--- src/hw/rtl/rwcp_pkg.sv ---
// rwcp_pkg: types, character codes and hex decode for the register write command parser
// no dependencies

package rwcp_pkg;

    localparam int CHAR_W = 8;
    localparam int REG_W  = 4;
    localparam int NIB_W  = 4;
    localparam int VAL_W  = 8;

    localparam logic [CHAR_W-1:0] CH_C_UPPER = 8'h43;
    localparam logic [CHAR_W-1:0] CH_C_LOWER = 8'h63;
    localparam logic [CHAR_W-1:0] CH_ONE     = 8'h31;
    localparam logic [CHAR_W-1:0] CH_NINE    = 8'h39;
    localparam logic [CHAR_W-1:0] CH_ZERO    = 8'h30;
    localparam logic [CHAR_W-1:0] CH_EQUAL   = 8'h3d;
    localparam logic [CHAR_W-1:0] CH_CR      = 8'h0d;
    localparam logic [CHAR_W-1:0] CH_A_UPPER = 8'h41;
    localparam logic [CHAR_W-1:0] CH_F_UPPER = 8'h46;
    localparam logic [CHAR_W-1:0] CH_A_LOWER = 8'h61;
    localparam logic [CHAR_W-1:0] CH_F_LOWER = 8'h66;

    typedef enum logic [5:0] {
        PS_IDLE   = 6'b000001,
        PS_GOT_C  = 6'b000010,
        PS_GOT_R  = 6'b000100,
        PS_GOT_EQ = 6'b001000,
        PS_HI     = 6'b010000,
        PS_LO     = 6'b100000
    } t_parse_state;

    typedef struct packed {
        logic             ok;
        logic [NIB_W-1:0] nib;
    } t_hex;

    function automatic t_hex hex_decode(input logic [CHAR_W-1:0] ch);
        t_hex              res;
        logic [CHAR_W-1:0] diff;
        res  = '0;
        diff = '0;
        if (ch inside {[CH_ZERO:CH_NINE]}) begin
            diff    = ch - CH_ZERO;
            res.ok  = 1'b1;
            res.nib = diff[NIB_W-1:0];
        end else if (ch inside {[CH_A_UPPER:CH_F_UPPER]}) begin
            diff    = ch - CH_A_UPPER + 8'd10;
            res.ok  = 1'b1;
            res.nib = diff[NIB_W-1:0];
        end else if (ch inside {[CH_A_LOWER:CH_F_LOWER]}) begin
            diff    = ch - CH_A_LOWER + 8'd10;
            res.ok  = 1'b1;
            res.nib = diff[NIB_W-1:0];
        end
        return res;
    endfunction

endpackage

--- src/hw/rtl/rwcp_if.sv ---
// rwcp_char_if, rwcp_wr_if: valid/ready channels for received characters and register writes
// depends on rwcp_pkg

interface rwcp_char_if;
    logic                        valid;
    logic                        ready;
    logic [rwcp_pkg::CHAR_W-1:0] rx_char;

    modport source (output valid, output rx_char, input ready);
    modport sink   (input valid, input rx_char, output ready);
endinterface

interface rwcp_wr_if;
    logic                       valid;
    logic                       ready;
    logic [rwcp_pkg::REG_W-1:0] reg_number;
    logic [rwcp_pkg::VAL_W-1:0] reg_value;

    modport source (output valid, output reg_number, output reg_value, input ready);
    modport sink   (input valid, input reg_number, input reg_value, output ready);
endinterface

--- src/hw/rtl/register_write_command_parser.sv ---
// register_write_command_parser: parses "C n = h h CR" character streams into register writes
// depends on rwcp_pkg and rwcp_if
//
// One character beat is accepted per cycle into an input register; from that register it
// walks the six-state parser and, on a carriage return that completes a command, loads the
// result register. The sustained rate is one character per cycle, set by the single parser
// update between the two registers; input stalls only while a completed write waits in the
// full result register and a second command finishes behind it. Upper- or lower-case C and
// hex letters are taken; an unexpected character drops the parser back to idle and is not
// looked at again.

module register_write_command_parser (
    input logic i_clk,
    input logic i_rst_n,
    rwcp_char_if.sink i_in,
    rwcp_wr_if.source o_out
);
    import rwcp_pkg::*;

    logic              r_stage_valid;
    logic [CHAR_W-1:0] r_char;
    t_parse_state      r_state, n_state;
    logic [REG_W-1:0]  r_held_reg, n_held_reg;
    logic [VAL_W-1:0]  r_held_val, n_held_val;
    logic              r_out_valid;
    logic [REG_W-1:0]  r_out_num;
    logic [VAL_W-1:0]  r_out_val;

    logic              emit;
    logic              advance;
    logic              in_fire;
    t_hex              hex;
    logic [CHAR_W-1:0] digit;

    assign hex   = hex_decode(r_char);
    assign digit = r_char - CH_ZERO;

    always_comb begin
        n_state    = PS_IDLE;
        n_held_reg = r_held_reg;
        n_held_val = r_held_val;
        emit       = 1'b0;
        case (r_state)
            PS_IDLE: begin
                if (r_char == CH_C_UPPER || r_char == CH_C_LOWER) begin
                    n_state = PS_GOT_C;
                end
            end
            PS_GOT_C: begin
                if (r_char inside {[CH_ONE:CH_NINE]}) begin
                    n_held_reg = digit[REG_W-1:0];
                    n_state    = PS_GOT_R;
                end
            end
            PS_GOT_R: begin
                if (r_char == CH_EQUAL) begin
                    n_state = PS_GOT_EQ;
                end
            end
            PS_GOT_EQ: begin
                if (hex.ok) begin
                    n_held_val = {hex.nib, {NIB_W{1'b0}}};
                    n_state    = PS_HI;
                end
            end
            PS_HI: begin
                if (hex.ok) begin
                    n_held_val = {r_held_val[VAL_W-1:NIB_W], hex.nib};
                    n_state    = PS_LO;
                end
            end
            PS_LO: begin
                emit = (r_char == CH_CR);
            end
            default: begin
                n_state = PS_IDLE;
            end
        endcase
    end

    // result slot is free, or draining this cycle, or the character makes no result
    assign advance     = r_stage_valid && (!emit || !r_out_valid || o_out.ready);
    assign i_in.ready  = !r_stage_valid || advance;
    assign in_fire     = i_in.valid && i_in.ready;

    assign o_out.valid      = r_out_valid;
    assign o_out.reg_number = r_out_num;
    assign o_out.reg_value  = r_out_val;

    always_ff @(posedge i_clk) begin
        if (!i_rst_n) begin
            r_stage_valid <= 1'b0;
            r_state       <= PS_IDLE;
            r_held_reg    <= '0;
            r_held_val    <= '0;
            r_out_valid   <= 1'b0;
        end else begin
            if (in_fire) begin
                r_stage_valid <= 1'b1;
            end else if (advance) begin
                r_stage_valid <= 1'b0;
            end
            if (advance) begin
                r_state    <= n_state;
                r_held_reg <= n_held_reg;
                r_held_val <= n_held_val;
            end
            if (advance && emit) begin
                r_out_valid <= 1'b1;
            end else if (o_out.ready) begin
                r_out_valid <= 1'b0;
            end
        end
    end

    always_ff @(posedge i_clk) begin
        if (in_fire) begin
            r_char <= i_in.rx_char;
        end
        if (advance && emit) begin
            r_out_num <= r_held_reg;
            r_out_val <= r_held_val;
        end
    end

endmodule
--- src/flat_wrapper.sv ---
// flat-port wrapper written by rule: the top's interface ports become plain ports
module register_write_command_parser_flat import rwcp_pkg::*;
  (i_clk, i_rst_n, i_in_valid, i_in_rx_char, i_in_ready, o_out_valid, o_out_reg_number, o_out_reg_value, o_out_ready);
  rwcp_char_if i_in_i ();
  rwcp_wr_if o_out_i ();
  input logic i_clk;
  input logic i_rst_n;
  input wire logic [$bits(i_in_i.valid)-1:0] i_in_valid;
  input wire logic [$bits(i_in_i.rx_char)-1:0] i_in_rx_char;
  output wire logic [$bits(i_in_i.ready)-1:0] i_in_ready;
  output wire logic [$bits(o_out_i.valid)-1:0] o_out_valid;
  output wire logic [$bits(o_out_i.reg_number)-1:0] o_out_reg_number;
  output wire logic [$bits(o_out_i.reg_value)-1:0] o_out_reg_value;
  input wire logic [$bits(o_out_i.ready)-1:0] o_out_ready;
  assign i_in_i.valid = i_in_valid;
  assign i_in_i.rx_char = i_in_rx_char;
  assign i_in_ready = i_in_i.ready;
  assign o_out_valid = o_out_i.valid;
  assign o_out_reg_number = o_out_i.reg_number;
  assign o_out_reg_value = o_out_i.reg_value;
  assign o_out_i.ready = o_out_ready;
  register_write_command_parser u_core (.i_clk(i_clk), .i_rst_n(i_rst_n), .i_in(i_in_i), .o_out(o_out_i));
endmodule
--- config.mk ---
export PLATFORM = sky130hd
export DESIGN_NAME = register_write_command_parser_flat
export DESIGN_NICKNAME = d
export VERILOG_FILES = /design/src/hw/rtl/rwcp_pkg.sv /design/src/hw/rtl/rwcp_if.sv /design/src/hw/rtl/register_write_command_parser.sv /design/src/flat_wrapper.sv
export SDC_FILE = /design/constraint.sdc
export NUM_CORES = 1
export LEC_CHECK = 0
export ABC_AREA = 1
export BUFFER_PORTS_ARGS = -buffer_cell sky130_fd_sc_hd__buf_2
export CAP_MARGIN = 20
export CORE_ASPECT_RATIO = 1.75
export CORE_UTILIZATION = 50
export CTS_CLUSTER_SIZE = 10
export DETAILED_ROUTE_END_ITERATION = 10
export GPL_TIMING_DRIVEN = 0
export PLACE_DENSITY = 0.71
export SYNTH_ARGS = -nofsm -noshare
export SYNTH_HDL_FRONTEND = slang
export SYNTH_SLANG_ARGS = --single-unit
export TNS_END_PERCENT = 100
--- constraint.sdc ---
create_clock -name i_clk -period 2.15 [get_ports i_clk]
set_clock_uncertainty 0.05 [all_clocks]
set_input_delay 0.43 -clock i_clk [delete_from_list [all_inputs] [get_ports i_clk]]
set_output_delay 0.43 -clock i_clk [all_outputs]
set_load 0.1 [all_outputs]
==> reports/metrics.csv, run 1 <==
stage,metric,value,unit
clock_tree,cts.root.buffer_cell,sky130_fd_sc_hd__clkbuf_8,
routing,wirelength,3627,µm
worst_setup_path,worstSetupEndpointType,output pin,
synthesis,synth.area.mux_share,0,%
synthesis,synth_edf_count,20,
worst_setup_path,cp.arrival,1640,ps
timing,max_slew.worst_pin.slew,491.0,ps
worst_setup_path,regToRegEndpoint,u_core.o_out.reg_value[1],
routing,dr_total_vias,1465,
min_path,hold_path_end,u_core.r_char[3],
synthesis,main_combinational_cell_family_by_area_after_synthesis,simple AND/OR/NAND/NOR gates,
clock_tree,clock_sinks,40,
power_and_ir_drop,static_leakage,0.001027,µW
power_and_ir_drop,peakVddDrop,617.7,µV
global_routing,grt_first_pass_wirelength,6058,µm
timing,achievable_clock_frequency,0.4712,GHz
worst_setup_path,setup.worst_path.start_class,flop,
timing,maxSlewViolCount,0,
cells_and_area,num-nets-final,253,
worst_setup_path,cell_count_of_the_worst_reg_to_reg_path,11,
global_routing,grt_antenna_before_repair,0,
worst_setup_path,worst-endpoint-required,1670,ps
die,std_cell_rows,29,
synthesis,synth-xor-area-share,0,%
synthesis,seq_area_frac_synth,53.87,%
min_path,worst_hold_path.num_cells,1,
timing,grt_setup_unrepaired,yes,
synthesis,number_of_storage_elements_in_the_synthesis_netlist,40,
min_path,min-delay-path-class,primary input to flop,
die,ios,26,
global_routing,grt_max_degree,14,
status,outcome,"complete, no violations",
routing,length_of_the_first_detailed_routing_pass_in_iterations,4,
clock_tree,clock_transition_at_the_register_clock_pins_on_the_worst_setup_and_hold_paths_after_cts,80,ps
synthesis,synth_compound_gate_area_share,6.936,%
clock_tree,htreeDepth,2,
synthesis,post_synth_most_frequent_cells,"sky130_fd_sc_hd__nand2_1, sky130_fd_sc_hd__nor2_1, sky130_fd_sc_hd__inv_1",
synthesis,yosys_most_used_dff,sky130_fd_sc_hd__edfxtp_1,
global_routing,gr-total-overflow,0,
run,drv.max_cap_violation_count,0,
global_routing,vias_in_the_first_global_route,1410,
synthesis,synthDistinctLibCells,30,
routing,vias_per_cell,5.158,
synthesis,ys_async_sr_fraction,0,%
clock_tree,worst_skew_pair.late_latency,290,ps
worst_setup_path,timing.reg2reg.setup_slack,130,ps
power_and_ir_drop,pwr_cell_area,703.6,mW/mm²
cells_and_area,final_standard_cell_area_without_fillers,0.002307,mm²
synthesis,synth_adder_area_share,2.694,%
routing,ant_nets,0,
clock_tree,holdBufCountCts,0,
cells_and_area,area_delta_synth_final,24.17,%
timing,slew-limit-headroom,67.27,%
die,chipWidth,48.08,µm
synthesis,netlist_area,0.001858,mm²
global_routing,gr_usage_total,22.20,%
synthesis,synth_instances,199,
placement,detailed_place.area,0.002069,mm²
synthesis,post_synth_main_area_contributors,"sky130_fd_sc_hd__edfxtp_1, sky130_fd_sc_hd__dfxtp_1, sky130_fd_sc_hd__nand2_1, sky130_fd_sc_hd__nor2_1, sky130_fd_sc_hd__inv_1",
synthesis,yosysMostFrequentCell,sky130_fd_sc_hd__nand2_1,
clock_tree,cts_buffers,5,
timing,timing.final.crit_period,2122,ps
synthesis,post_synth_simple_gate_area,30.17,%
timing,post-route-period-util,98.71,%
worst_setup_path,crit_chain,"nor2_1, nand2_1, nor4_4, nand3_4, buf_12",
placement,place_hpwl,2684,µm
worst_setup_path,critPathSlowestCell,sky130_fd_sc_hd__edfxtp_1,
placement,number_of_i_o_port_buffers,25,
die,fp.dieH,82.64,µm
routing,drt-wirelength-per-cell,12.77,µm
worst_setup_path,setup.worst_path.class,flop to output pin,
cells_and_area,final_util,64.23,%
die,fp.dieArea,0.003973,mm²
worst_setup_path,critPathMaxFanout,4,
clock_tree,ctsLongestPathBuffers,2,
synthesis,synth.avg_cell_area,9.337,µm²
routing,drc,0,
synthesis,postSynthNetCount,215,
die,initial_core_util,51.72,%
routing,first_iter_violations,42,
timing,final-hold-violation-count,0,
worst_setup_path,critPathMaxStageDelay,440,ps
die,core-area,0.003592,mm²
synthesis,synth_top_cell_by_area,sky130_fd_sc_hd__edfxtp_1,
timing,setup_viol,0,
worst_setup_path,worstReg2RegStart,u_core.r_char[1],
placement,placer_congestion,0.8555,
synthesis,netlist.area_leader.share,32.32,%
synthesis,count_of_warnings_emitted_by_yosys,0,
cells_and_area,antenna-diode-count,0,
cells_and_area,post_route_cells_drive_above_1_share,30.67,%
clock_tree,tritoncts,yes,
min_path,min-delay-start,i_in_rx_char[3],
[area by class of cell]
type	instances	area (µm²)
plain buffers	3	26.28
clock buffers	7	96.34
repair buffers	31	197.7
inverters	24	95.09
well taps	46	57.56
flip-flops and latches	40	1002
clock inverters	1	30.03
multi-input cells	132	802.0
fillers	303	1285
[power breakdown]
part	leakage, µW	internal (µW)	switching (µW)
Clock	0.0000645	409	245
Combinational	0.000582	48.7	90.3
Sequential	0.000380	814	16.7
Total	0.00103	1270	352
[stage by stage]
stage | hold WS, ps | cells | setup TNS [ps] | setup WS [ps] | power [µW]
global placement | 363.4 | 270 | -1174 | -88.40 | 969.9
global route | 249.2 | 284 | -72.91 | -72.91 | 1692
finish | 258.4 | 284 | 0 | 27.69 | 1623
CTS | 254.1 | 281 | 0 | 13.57 | 1627
floorplan | 358.6 | 199 | 0 | 4.798 | 935.6
detailed placement | 371.8 | 270 | -1523 | -114.5 | 971.5
[what timing repair did]
action | CTS | global route
endpoints found under the setup margin | 14 | 27
buffers inserted | 3 | 3
resized for setup | 7 | 6
cloned | 0 | 0
pin swaps | 1 | 2
[kinds of logic (layout without fill, tap and decap cells)]
kind of cell               Yosys count  after routing
AOI/OAI and AO/OA                   22             22
adders and majority gates            4              4
buffers and inverters               27             66
DFF                                 40             40
and+or+nand+nor                    106            106
[worst max-delay path by stage]
stage	startpoint	to	slack [ps]	cells past startpoint
final	u_core.r_char[5]	i_in_ready	30	5
after global routing	u_core.r_char[4]	i_in_ready	-70	5
after CTS	u_core.r_char[1]	i_in_ready	10	6
after detailed placement	u_core.r_char[0]	u_core.o_out.reg_number[0]	-110	9
after global placement	u_core.r_char[0]	u_core.o_out.reg_number[0]	-90	9
after floorplan	u_core.r_char[1]	u_core.r_char[0]	5	7
[critical path: cells and delay by family (launching register included)]
family                 cells  cell delay (ps)
buffers and inverters      1              190
DFF                        1              440
and+or+nand+nor            4              730
[placed cells by master (no fill, tap or decap), drive strengths merged]
master     n
edfxtp    20
o21ai      7
a21oi     13
nand3     15
bufinv     1
nand2     43
clkinv     1
nand4     11
nand3b     1
nor4       1
ha         4
nor3       2
a211oi     1
clkinvlp   1
clkbuf     8
buf       33
dfxtp     20
inv       22
and3       2
o211a      1
nor2      31
[routing by layer]
| metal | global-route usage [%] | share of wire [%] | wire length [µm] |
|---|---|---|---|
| met5 | 0 | 0 | 0 |
| met4 | 11.11 | 2.9 | 106 |
| met3 | 4.565 | 2.6 | 96 |
| met2 | 41.22 | 57 | 2082 |
| met1 | 21.32 | 37 | 1341 |
Note: power is estimated with default switching activity, not from simulation.
==> run 2, diff against run 1 <==
==> constraint.sdc (replaced) <==
create_clock -name i_clk -period 2.15 [get_ports i_clk]
set_clock_uncertainty 0.05 [all_clocks]
set_input_delay 0.3225 -clock i_clk [delete_from_list [all_inputs] [get_ports i_clk]]
set_output_delay 0.3225 -clock i_clk [all_outputs]
set_load 0.1 [all_outputs]
==> reports/metrics.csv, run 2 (synthesized netlist as in run 1, its figures left out) <==
stage,metric,value,unit
routing,dr_total_vias,1474,
worst_setup_path,worst-endpoint-required,1780,ps
power_and_ir_drop,p_int,1273,µW
min_path,min-delay-path-class,primary input to flop,
timing,slew-limit-headroom,66.88,%
worst_setup_path,crit_chain,"inv_2, ha_4, nand3_4, nor4_4, nand3_4, buf_12",
global_routing,vias_in_the_first_global_route,1360,
die,ios,26,
power_and_ir_drop,fin_total_pwr,1622,µW
global_routing,gr_usage_total,21.51,%
die,fp.dieH,82.64,µm
cells_and_area,post_route_cells_drive_above_1_share,30.99,%
cells_and_area,area_delta_synth_final,24.44,%
cells_and_area,antenna-diode-count,0,
worst_setup_path,critPathMaxStageDelay,420,ps
cells_and_area,combined_area_of_the_multi_input_logic_cells,789.5,µm²
timing,post-route-period-util,95.44,%
placement,dp_slack,-114.5,ps
global_routing,grt_first_pass_wirelength,5865,µm
worst_setup_path,timing.critical_path.mode_cell,sky130_fd_sc_hd__nand3_4,
placement,number_of_i_o_port_buffers,25,
cells_and_area,layout_commonest_cell,sky130_fd_sc_hd__nand2_1,
power_and_ir_drop,clkPwrFrac,40.2,%
clock_tree,holdBufCountCts,0,
routing,drc,0,
placement,placer_congestion,0.8555,
timing,layout_setup_ws,98.07,ps
global_routing,grt_antenna_before_repair,0,
worst_setup_path,setup.worst_path.class,flop to output pin,
clock_tree,clock_sinks,40,
routing,length_of_the_first_detailed_routing_pass_in_iterations,4,
timing,final-hold-violation-count,0,
clock_tree,cts_buffers,5,
power_and_ir_drop,pwr_cell_area,701.7,mW/mm²
timing,achievable_clock_frequency,0.4873,GHz
cells_and_area,nFillCells,295,
clock_tree,clock_transition_at_the_register_clock_pins_on_the_worst_setup_and_hold_paths_after_cts,70,ps
die,std_cell_rows,29,
clock_tree,htreeDepth,2,
power_and_ir_drop,switching_power,349.6,µW
clock_tree,ctsLongestPathBuffers,2,
die,chipWidth,48.08,µm
die,initial_core_util,51.72,%
routing,vias_per_cell,5.118,
power_and_ir_drop,sequentialPowerShare,51.2,%
timing,max_slew.worst_pin.slew,496.8,ps
timing,maxSlewViolCount,0,
routing,wirelength,3617,µm
cells_and_area,commonest_cells_after_routing_fill_and_taps_aside,"sky130_fd_sc_hd__nand2_1, sky130_fd_sc_hd__nor2_1, sky130_fd_sc_hd__buf_2",
timing,setup_viol,0,
timing,fin_tns_setup,0,ps
worst_setup_path,critPathSlowestCell,sky130_fd_sc_hd__edfxtp_1,
timing,timing.final.crit_period,2052,ps
placement,place_hpwl,2684,µm
power_and_ir_drop,comb_power_share,8.6,%
power_and_ir_drop,static_leakage,0.001043,µW
routing,drt-wirelength-per-cell,12.56,µm
worst_setup_path,worstSetupEndpointType,output pin,
cells_and_area,final_util,64.37,%
routing,ant_nets,0,
power_and_ir_drop,switching_share,21.55,%
run,drv.max_cap_violation_count,0,
worst_setup_path,cp.arrival,1680,ps
cells_and_area,num-nets-final,257,
global_routing,gr-total-overflow,0,
die,core-area,0.003592,mm²
die,fp.dieArea,0.003973,mm²
clock_tree,tritoncts,yes,
worst_setup_path,setup.worst_path.start_class,flop,
clock_tree,worst_skew_pair.late_latency,290,ps
power_and_ir_drop,peakVddDrop,657.2,µV
routing,first_iter_violations,23,
cells_and_area,seq_area,0.001002,mm²
global_routing,grt_max_degree,13,
status,outcome,"complete, no violations",
clock_tree,cts.root.buffer_cell,sky130_fd_sc_hd__clkbuf_8,
worst_setup_path,critPathMaxFanout,4,
[run 2: per-layer routing]
metal	global-route usage (%)	part of all wire, %	vias to the layer above
li1	-	-	752
met1	21.43	38	680
met2	38.92	57	34
met3	4.565	3.3	8
met4	11.11	2.4	0
met5	0	0	-
[run 2: layout make-up]
type / count / area share (%)
Timing Repair Buffer: 35 / 9.307
Sequential cell: 40 / 43.34
Multi-Input combinational cell: 132 / 34.14
Tap cell: 46 / 2.489
Clock inverter: 1 / 1.299
Inverter: 24 / 4.113
Clock buffer: 7 / 4.167
Buffer: 3 / 1.136
[run 2: power by group through the flow]
stage / clock [µW] / combinational, µW / sequential [µW]
finish: 653 / 139 / 830
global route: 702 / 154 / 832
CTS: 665 / 131 / 828
detailed placement: 0 / 122 / 849
global placement: 0 / 121 / 849
floorplan: 0 / 90.6 / 845
[run 2: worst max-delay path: cells and delay by family (launching register included)]
| kind | cells | cell delay [ps] |
|---|---|---|
| adders and majority gates | 1 | 150 |
| DFF | 1 | 420 |
| and+or+nand+nor | 3 | 540 |
| buffers and inverters | 2 | 280 |
[run 2: worst paths after layout]
kind                               end  depth (start not counted)            startpoint  slack [ps]
min reg2reg  u_core.o_out.reg_value[0]                          0  u_core.r_held_val[0]         390
max                         i_in_ready                          6      u_core.r_char[1]         100
min                   u_core.r_char[0]                          1       i_in_rx_char[0]         150
max reg2reg       u_core.r_held_val[7]                         10      u_core.r_char[0]         130
[run 2: metrics by stage]
step           hold WS [ps]  cells  area, µm²
2_1_floorplan         358.6    199       1887
3_3_place_gp          363.4    270       2069
3_5_place_dp          371.8    270       2069
4_1_cts               146.6    282       2236
5_1_grt               142.3    288       2312
6_report              153.0    288       2312
[run 2: timing repair]
| item | 4_1_cts | 5_1_grt |
|---|---|---|
| setup buffers | 4 | 6 |
| pin swaps | 1 | 5 |
| gates resized for setup | 3 | 7 |
| endpoints found under the setup margin | 14 | 15 |
